### config.mk
export PLATFORM = sky130hd
export DESIGN_NAME = arp_cache_table
export DESIGN_NICKNAME = d
export VERILOG_FILES = /design/src/rtl/arp_pkg.sv /design/src/rtl/arp_cell.sv /design/src/rtl/arp_cache_table.sv
export SDC_FILE = /design/constraint.sdc
export NUM_CORES = 2
export LEC_CHECK = 0
export BUFFER_PORTS_ARGS = -buffer_cell sky130_fd_sc_hd__buf_4
export CAP_MARGIN = 20
export CORE_UTILIZATION = 40
export CTS_CLUSTER_SIZE = 24
export DETAILED_ROUTE_END_ITERATION = 10
export GPL_TIMING_DRIVEN = 0
export PLACE_DENSITY = 0.59
export SYNTH_ARGS = -nofsm -noshare
export SYNTH_HDL_FRONTEND = slang
export SYNTH_SLANG_ARGS = --single-unit
### constraint.sdc
create_clock -name clk -period 11.9 [get_ports clk]
set_clock_uncertainty 0.2 [all_clocks]
set_input_delay 2.38 -clock clk [delete_from_list [all_inputs] [get_ports clk]]
set_output_delay 2.38 -clock clk [all_outputs]
set_load 0.02 [all_outputs]
### src/rtl/arp_pkg.sv
// Shared types and codes for the ARP cache table.
// No dependencies; imported by arp_cell and arp_cache_table.
`default_nettype none

package arp_pkg;

	localparam int unsigned ENTRIES_DEF = 16;

	localparam logic [1:0] MODE_ADD  = 2'd0;
	localparam logic [1:0] MODE_DEL  = 2'd1;
	localparam logic [1:0] MODE_FIND = 2'd2;

	localparam logic [1:0] ST_OK   = 2'd0;
	localparam logic [1:0] ST_MISS = 2'd1;
	localparam logic [1:0] ST_FULL = 2'd2;

	typedef struct packed {
		logic [1:0]  mode;
		logic [31:0] target_ip;
		logic [47:0] hw_addr;
		logic [15:0] ttl_value;
	} req_t;

	typedef struct packed {
		logic [1:0]  status;
		logic [47:0] found_hw_addr;
		logic [15:0] found_ttl;
		logic [4:0]  entry_count;
	} rsp_t;

	// one table entry, as held in a cell and shifted between neighbors
	typedef struct packed {
		logic        valid;
		logic [31:0] ip;
		logic [47:0] mac;
		logic [15:0] ttl;
	} entry_t;

	// command broadcast to every cell
	typedef struct packed {
		logic        add_en;
		logic        del_en;
		logic [31:0] ip;
		logic [47:0] mac;
		logic [15:0] ttl;
	} cell_cmd_t;

endpackage

`default_nettype wire

### src/rtl/arp_cell.sv
// One slot of the ARP cache table: holds an entry, compares it against the
// broadcast IP and loads either a new entry or its younger neighbor.
// Depends on arp_pkg.
`default_nettype none

module arp_cell (
	input  wire logic               clk,
	input  wire logic               arst_n,
	input  wire arp_pkg::cell_cmd_t cmd,
	input  wire logic               older_hit,
	input  wire logic               older_valid,
	input  wire arp_pkg::entry_t    younger,
	output logic                    hit,
	output logic                    take,
	output arp_pkg::entry_t         entry
);
	import arp_pkg::*;

	logic        valid_q;
	logic [31:0] ip_q;
	logic [47:0] mac_q;
	logic [15:0] ttl_q;
	logic        match;
	logic        shift_in;
	logic        load_new;

	assign match    = valid_q && (ip_q == cmd.ip);
	assign hit      = older_hit | match;
	assign take     = match & ~older_hit;
	assign shift_in = cmd.del_en & hit;
	// first empty slot after the valid prefix takes the new entry
	assign load_new = cmd.add_en & ~valid_q & older_valid;
	assign entry    = {valid_q, ip_q, mac_q, ttl_q};

	always_ff @(posedge clk or negedge arst_n) begin
		if (!arst_n) begin
			valid_q <= 1'b0;
		end else if (shift_in) begin
			valid_q <= younger.valid;
		end else if (load_new) begin
			valid_q <= 1'b1;
		end
	end

	always_ff @(posedge clk) begin
		if (shift_in) begin
			ip_q  <= younger.ip;
			mac_q <= younger.mac;
			ttl_q <= younger.ttl;
		end else if (load_new) begin
			ip_q  <= cmd.ip;
			mac_q <= cmd.mac;
			ttl_q <= cmd.ttl;
		end
	end

endmodule

`default_nettype wire

### src/rtl/arp_cache_table.sv
// Top level of the ARP cache table: a row of arp_cell slots, the entry
// counter and the result register. Depends on arp_pkg and arp_cell.
//
// Entries are kept oldest first in a row of ENTRIES cells, slot 0 the oldest.
// Every cell compares its IP with the request in parallel; a hit flag ripples
// from older to younger cells so only the oldest match answers a find or is
// removed by a delete, the younger cells each taking their neighbor's entry
// in the same edge. An add lands in the first empty cell. One item is accepted
// per cycle and its result appears in the output register on the next cycle;
// req_stall rises only while a finished result is held by rsp_stall. The
// table is empty after reset and needs no clearing time.
`default_nettype none

module arp_cache_table #(
	parameter int unsigned ENTRIES = arp_pkg::ENTRIES_DEF
) (
	input  wire logic          clk,
	input  wire logic          arst_n,
	input  wire logic          req_valid,
	output logic               req_stall,
	input  wire arp_pkg::req_t req,
	output logic               rsp_valid,
	input  wire logic          rsp_stall,
	output arp_pkg::rsp_t      rsp
);
	import arp_pkg::*;

	localparam int unsigned CW = $clog2(ENTRIES + 1);

	entry_t    cell_entry [ENTRIES];
	entry_t    cell_next  [ENTRIES];
	logic      cell_hit   [ENTRIES+1];
	logic      cell_vld   [ENTRIES+1];
	logic      cell_take  [ENTRIES];
	cell_cmd_t cmd;

	logic          accept;
	logic          full;
	logic          any_hit;
	logic [CW-1:0] cnt_q;
	logic [CW+4:0] cnt_ext;
	logic [47:0]   sel_mac;
	logic [15:0]   sel_ttl;
	logic          rsp_valid_q;
	rsp_t          rsp_q;
	rsp_t          rsp_d;

	assign req_stall = rsp_valid_q & rsp_stall;
	assign accept    = req_valid & ~req_stall;
	assign full      = cell_entry[ENTRIES-1].valid;
	assign any_hit   = cell_hit[ENTRIES];

	assign cmd.add_en = accept && (req.mode == MODE_ADD) && !full;
	assign cmd.del_en = accept && (req.mode == MODE_DEL) && any_hit;
	assign cmd.ip     = req.target_ip;
	assign cmd.mac    = req.hw_addr;
	assign cmd.ttl    = req.ttl_value;

	assign cell_hit[0] = 1'b0;
	assign cell_vld[0] = 1'b1;

	for (genvar i = 0; i < ENTRIES; i++) begin : g_cell
		if (i == ENTRIES - 1) begin : g_last
			assign cell_next[i] = '0;
		end else begin : g_mid
			assign cell_next[i] = cell_entry[i+1];
		end
		assign cell_vld[i+1] = cell_entry[i].valid;

		arp_cell u_cell (
			.clk         (clk),
			.arst_n      (arst_n),
			.cmd         (cmd),
			.older_hit   (cell_hit[i]),
			.older_valid (cell_vld[i]),
			.younger     (cell_next[i]),
			.hit         (cell_hit[i+1]),
			.take        (cell_take[i]),
			.entry       (cell_entry[i])
		);
	end

	// at most one cell takes, so an OR gathers its data
	always_comb begin
		sel_mac = '0;
		sel_ttl = '0;
		for (int i = 0; i < ENTRIES; i++) begin
			if (cell_take[i]) begin
				sel_mac = sel_mac | cell_entry[i].mac;
				sel_ttl = sel_ttl | cell_entry[i].ttl;
			end
		end
	end

	assign cnt_ext = {5'b0, cnt_q};

	always_comb begin
		rsp_d.status        = ST_OK;
		rsp_d.found_hw_addr = '0;
		rsp_d.found_ttl     = '0;
		rsp_d.entry_count   = cnt_ext[4:0];
		unique case (req.mode)
			MODE_ADD: begin
				if (full) begin
					rsp_d.status = ST_FULL;
				end else begin
					rsp_d.entry_count = cnt_ext[4:0] + 5'd1;
				end
			end
			MODE_DEL: begin
				if (!any_hit) begin
					rsp_d.status = ST_MISS;
				end else begin
					rsp_d.entry_count = cnt_ext[4:0] - 5'd1;
				end
			end
			MODE_FIND: begin
				if (!any_hit) begin
					rsp_d.status = ST_MISS;
				end else begin
					rsp_d.found_hw_addr = sel_mac;
					rsp_d.found_ttl     = sel_ttl;
				end
			end
			default: begin
			end
		endcase
	end

	always_ff @(posedge clk or negedge arst_n) begin
		if (!arst_n) begin
			cnt_q       <= '0;
			rsp_valid_q <= 1'b0;
		end else begin
			if (cmd.add_en) begin
				cnt_q <= cnt_q + CW'(1);
			end else if (cmd.del_en) begin
				cnt_q <= cnt_q - CW'(1);
			end
			if (accept) begin
				rsp_valid_q <= 1'b1;
			end else if (!rsp_stall) begin
				rsp_valid_q <= 1'b0;
			end
		end
	end

	always_ff @(posedge clk) begin
		if (accept) begin
			rsp_q <= rsp_d;
		end
	end

	assign rsp_valid = rsp_valid_q;
	assign rsp       = rsp_q;

endmodule

`default_nettype wire

; ---- After elaboration in Yosys (flattened, before gate mapping)
; Index checks and enable logic that the tools add are counted.
[word_totals]
reg_bits = 1629
input_bits = 102
wordCells = 437
[classes]
n_addsub = 2
n_eq_ne = 19
n_mux = 164
bitwise_logic = 141
n_reduce_logical = 41
[ops]
columns = operator, n
row1 = $mux W48, 46
row2 = $mux W32, 30
row3 = $mux W16, 46
row4 = $or A48 B48 Y48, 15
row5 = $eq A32 B32 Y1, 16
row6 = $or A16 B16 Y16, 15
row7 = $and A1 B1 Y1, 64
row8 = $mux W1, 35
row9 = $reduce_bool A2 Y1, 17
row10 = $not A1 Y1, 32
row11 = $logic_and A1 B1 Y1, 20
row12 = $mux W5, 4
row13 = $or A1 B1 Y1, 15
row14 = $pmux W5 S2, 1
row15 = $add A5 B1 Y5 const B, 1
row16 = $sub A5 B1 Y5 const B, 1
row17 = $pmux W2 S2, 1
row18 = $eq A2 B1 Y1 const B, 1
row19 = $eq A2 B2 Y1 const B, 1
row20 = $logic_not A2 Y1, 1
row21 = $mux W2, 1
row22 = $ne A2 B1 Y1 const B, 1
row23 = $reduce_and A2 Y1, 1
row24 = $reduce_or A2 Y1, 1
row25 = $logic_not A1 Y1, 1

; ---- Depth between registers and ports, before layout
[depth]
ltp_word = 33
mapped_depth = 15
mapped_depth_nobuf = 9

; ---- Hierarchy
; Synthesis repeated with hierarchy kept, for this count alone.
[unflattened]
hier_cells = 5053
area_unflattened_um2 = 81563.2
[modules_own_cells]
columns = module, instances, cells_each, area_each_um2
row1 = arp_cell, 16, 259, 4544.4
row2 = arp_cache_table, 1, 909, 8853.5

; ---- Worst setup path after synthesis
; Ideal clock, no wire load.
[synth_path]
path_type = input to register
start = input rsp_stall
end = register g_cell[13].u_cell.ip_q[0], enable pin
setup_time_ns = 0.696
arrival_time_ns = 12.047
t_required_ns = 11.004
path_slack_ns = -1.042
stages = 4
n_path_buf = 0
cell_sequence = nand2_1 > and2_1 > nand2_1 > o32ai_1
[synth_between]
elab_chain_cells = 8
word_cells_on_any_way = 11
classes_between = bitwise: 6 / reduce/logical: 5
[synth_lines]
columns = element, line
row1 = "start, declared", arp_cache_table.sv:23  ; input wire logic rsp_stall,
row2 = $and A1 B1 Y1 (*), arp_cache_table.sv:48  ; assign req_stall = rsp_valid_q & rsp_stall;
row3 = $not A1 Y1 (*), arp_cache_table.sv:49  ; assign accept = req_valid & ~req_stall;
row4 = $and A1 B1 Y1 (*), arp_cache_table.sv:49
row5 = named net accept, arp_cache_table.sv:37  ; logic accept;
row6 = $logic_and A1 B1 Y1 (2 in a row), arp_cache_table.sv:53  ; assign cmd.add_en = accept && (req.mode == MODE_ADD) && !full;
row7 = $and A1 B1 Y1 (2 in a row), arp_cell.sv:32  ; assign load_new = cmd.add_en & ~valid_q & older_valid;
row8 = $reduce_bool A2 Y1 (no line) (*), -
row9 = "end signal, assigned", arp_cell.sv:47  ; ip_q <= younger.ip;
row10 = "end signal, assigned", arp_cell.sv:51  ; ip_q <= cmd.ip;
row11 = "end, declared", arp_cell.sv:20  ; logic [31:0] ip_q;
; Mark *: on every way through the listed nets, which the timed path passes. The rest lies on a longest branch.
; A chain may end at the register's enable or synchronous reset.

; ---- Worst setup path after layout
[layout_path]
start = input req[78] in the netlist's numbering
end = register g_cell[6].u_cell.mac_q[2], enable pin
[layout_between]
elab_chain_cells = 20
word_cells_on_any_way = 50
classes_between = eq/ne: 16 / bitwise: 16 / reduce/logical: 18
[layout_lines]
columns = element, line
row1 = "start, declared", arp_cache_table.sv:21  ; input wire arp_pkg::req_t req,
row2 = $eq A32 B32 Y1, arp_cell.sv:27  ; assign match = valid_q && (ip_q == cmd.ip);
row3 = $logic_and A1 B1 Y1, arp_cell.sv:27
row4 = $or A1 B1 Y1 (15 in a row), arp_cell.sv:28  ; assign hit = older_hit | match;
row5 = $logic_and A1 B1 Y1, arp_cache_table.sv:54  ; assign cmd.del_en = accept && (req.mode == MODE_DEL) && any_hit;
row6 = $and A1 B1 Y1 (*), arp_cell.sv:30  ; assign shift_in = cmd.del_en & hit;
row7 = $reduce_bool A2 Y1 (no line) (*), -
row8 = "end signal, assigned", arp_cell.sv:48  ; mac_q <= younger.mac;
row9 = "end signal, assigned", arp_cell.sv:52  ; mac_q <= cmd.mac;
row10 = "end, declared", arp_cell.sv:21  ; logic [47:0] mac_q;
; Every way passes the cells marked *; elsewhere a longest branch is shown, timed or not.

==> summary.txt <==
Detailed routing
  – WL final: 340700 um
  – Routed Antenna Nets: 0
  – Vias per cell: 6.283
  – Per-cell routed wire length: 35.27 um
  – DRC Markers: 0
  – Initial DRC count: 9317
  – First-pass DRT Iterations: 8
  – Vias: 60.71k

Worst setup path
  – Crit path capture type: flip-flop
  – Worst setup path class: primary input to flip-flop
  – Capture point of the worst reg-to-reg path: g_cell[6].u_cell.mac_q[2]
  – Worst Path Arrival: 9.17 ns
  – R2R depth: 14
  – CP Max Fanout: 21
  – Worst EP required: 12.25 ns
  – Startpoint types: primary input
  – R2r setup slk: 5.14 ns
  – R2R Path Start: g_cell[15].u_cell.ip_q[7]

Pwr
  – Int Pwr: 0.009722 W
  – Clock network power share: 45.0%
  – Leakage: 30.69 nW
  – Power density cells: 131.4 mW/mm2
  – Sw Ratio: 23.01%
  – P_sw: 0.002906 W
  – Maximum VDD drop: 0.0001341 V
  – Register share of total power: 49.6%
  – Combinational power share: 5.4%

Logic synthesis
  – Post-Synth Simple-Gate Area: 6.935%
  – Synth Flop Type: edfxtp_1
  – Adder-cell share of the synthesized area: 0.08999%
  – Post-synthesis compound-gate area fraction: 7.111%
  – Area share of the largest cell type after synthesis: 54.39%
  – Yosys reg bits: 1629
  – Portion of netlist area occupied by mux cells: 19.42%
  – Top area cells in the synthesized netlist: edfxtp_1, mux2_2, xor2_1, xnor2_1, dfxtp_1
  – Xor/xnor cell area share of the yosys netlist: 5.449%
  – Syn_area_per_cell: 13.32 um2
  – Post-synth ARST share: 1.351%
  – Largest family of logic cells by synthesized area: multiplexers
  – Cell Area, Synth: 0.08342 mm2
  – Area leader, netlist: edfxtp_1
  – Syn nets: 6370
  – EDFF count, synth: 1511
  – Synthesized instance count: 6262
  – Unique masters post-synth: 75
  – Sequential area share after synthesis: 57.35%
  – Top-count cell post-synth: edfxtp_1
  – Most instantiated cells after synthesis: edfxtp_1, mux2_2, nand2_1
  – Total number of yosys warnings: 0

Placed design
  – HPWL Detailed: 250600 um
  – RePlAce Congestion: 0.9664
  – Placed instance area: 0.09020 mm2
  – Post-place setup slack: 2.723 ns
  – Port Buffers: 144

Floorplan
  – Die height: 458.7 um
  – Starting density of the core: 40.29%
  – Width of the die: 458.7 um
  – Core ar.: 0.2071 mm2
  – DIE AREA: 0.2104 mm2
  – FP Rows: 167
  – Boundary Pins: 175

STA
  – Worst Max-Slew Pin Slew: 1.366 ns
  – Tmin final: 8.818 ns
  – Worst Slack Setup Final: 3.082 ns
  – Max-slew headroom: 8.065%
  – F_max: 0.1134 GHz
  – Final Hold Vio Count: 0
  – Hold slack: 0.2707 ns
  – Final period utilization: 74.10%
  – Final setup TNS: 0 ns
  – Setup violators final: 0
  – Fin. max-slew vios: 0
  – RSZ-0062 raised after global routing: no

Global route
  – Met1 Usage GRT: 41.93%
  – Global-route wire length before repair: 467300 um
  – Total GRT Usage: 31.75%
  – Busiest grt layer: met2
  – Met3 Use GR: 8.991%
  – Largest net degree at the start of global routing: 52
  – Initial antenna violation count: 35
  – Vias in the first global route: 58.39k
  – Global-route met2 utilization: 46.59%
  – Congestion Overflow GR: 0

Layout
  – FF/Latch Area: 0.04785 mm2
  – NumNets Final: 6805
  – Final core utilization: 46.40%
  – Synth-to-layout area growth: 15.18%
  – Fillers: 18.57k
  – Final instance area: 0.09609 mm2
  – Area of the multi-input gates: 0.03278 mm2
  – Proportion of layout cells with a drive suffix above 1: 32.29%

Hold path
  – Hold worst-path end: g_cell[15].u_cell.mac_q[22]
  – Min-delay worst type: flip-flop to flip-flop
  – Hold path depth: 2
  – Hold path startpoint: g_cell[15].u_cell.mac_q[22]

Clock tree
  – Number of hold buffers added after CTS: 0
  – Root buf cell: clkbuf_16
  – CTS tree: yes
  – Clock transition at path regs: 0.06 ns
  – Post_cts resized: 0
  – TritonCTS buffer count: 180
  – Setup repair bufs after CTS: 0
  – H-tree Lvls: 4
  – CTS sink count: 1629
  – Longest Clk Path Bufs: 3
  – Clock latency on the worst-skew pair: 0.87 ns

Job
  – Max cap viols: 0

Run status
  – Outcome: complete, no violations
[cell usage in the layout, fill, tap and decap left out, types with 24 or more instances in the layout]
cell,count
edfxtp_1,1511
xnor2_1,235
nand4_1,130
a22oi_1,25
nor3_1,48
a32oi_1,127
buf_4,217
clkbuf_16,183
mux2_2,1392
buf_16,29
diode_2,24
buf_6,28
clkinv_2,38
a21oi_1,293
nand2_1,471
dfxtp_1,96
a31oi_1,33
xor2_1,284
a2111oi_0,63
nand3b_1,30
buf_2,164
mux2_1,44
clkinv_1,36
nand3_1,153
a41oi_1,128
clkbuf_1,371
o2bb2ai_1,63
nor4_1,108
nor2_1,148
buf_12,36
o21ai_0,84
buf_1,28
buf_8,24
[final cells by class]
type                    count  share of cell area [%]
multi-input cells        3993                   34.11
repair buffers            253                   3.228
flip-flops and latches   1629                   49.79
clock inverters           104                  0.9506
clock buffers             231                   5.047
inverters                  19                 0.07422
plain buffers             621                   3.103
well taps                2788                   3.630
diodes                     24                 0.06250
[worst max-delay path by stage]
stage	start	endpoint	slack, ns	depth (start not counted)
finish	req[78]	g_cell[6].u_cell.mac_q[2]	3.08	17
global route	req[78]	g_cell[6].u_cell.mac_q[2]	3.11	17
CTS	req[78]	g_cell[7].u_cell.mac_q[13]	3.60	17
detailed placement	req[78]	g_cell[7].u_cell.mac_q[14]	2.72	17
global placement	req[96]	g_cell[10].u_cell.mac_q[11]	-8.17	9
floorplan	req[96]	g_cell[10].u_cell.ip_q[0]	0.62	8
[stage by stage]
stage          cells  total power, W
6_report        9662         0.01263
3_5_place_dp    9298        0.007050
5_1_grt         9642         0.01285
2_1_floorplan   6262        0.006785
4_1_cts         9633         0.01262
3_3_place_gp    9194        0.007038
[metal layers]
metal | share of wire, % | vias up | routed length (um)
met5 | 0.021 | - | 73
met4 | 6.2 | 14 | 21040
met3 | 12 | 828 | 40570
met2 | 43 | 4048 | 147500
met1 | 39 | 30880 | 131600
li1 | - | 24930 | -
[power groups by stage]
| stage | clock (W) | sequential [W] | combinational (W) |
|---|---|---|---|
| 2_1_floorplan | 0 | 0.00640 | 0.000387 |
| 6_report | 0.00568 | 0.00626 | 0.000682 |
| 4_1_cts | 0.00569 | 0.00626 | 0.000668 |
| 3_3_place_gp | 0 | 0.00639 | 0.000650 |
| 5_1_grt | 0.00588 | 0.00626 | 0.000711 |
| 3_5_place_dp | 0 | 0.00639 | 0.000665 |
[worst max-delay path, stage by stage]
cell      delay [ns]
buf_2           0.31
buf_4           0.38
buf_2           0.42
xor2_1          0.12
nor4_1          0.37
nand4_1         0.46
nor4_1          0.54
buf_2           0.30
nand4_1         0.60
nand3_2         0.52
o21ai_4         0.23
nor2_4          0.87
buf_4           0.38
buf_4           0.33
o21bai_4        0.35
buf_12          0.27
buf_12          0.22
[flip-flops by register name, indices dropped and copies added, names as in the netlist]
register / cells
g_cell.u_cell.valid_q: 16
g_cell.u_cell.ip_q: 512
g_cell.u_cell.mac_q: 768
rsp: 71
g_cell.u_cell.ttl_q: 256
cnt_q: 5
rsp_valid: 1
[cells by family (layout without fill, tap and decap cells)]
family,count (synthesis),after routing
other,0,24
DFF,1629,1629
AOI/OAI and AO/OA,851,851
adders and majority gates,6,6
buffers and inverters,640,1228
and+or+nand+nor,1178,1178
muxes,1439,1439
xor gates and xnor gates,519,519
No activity file was read; power rests on OpenSTA's default activity.
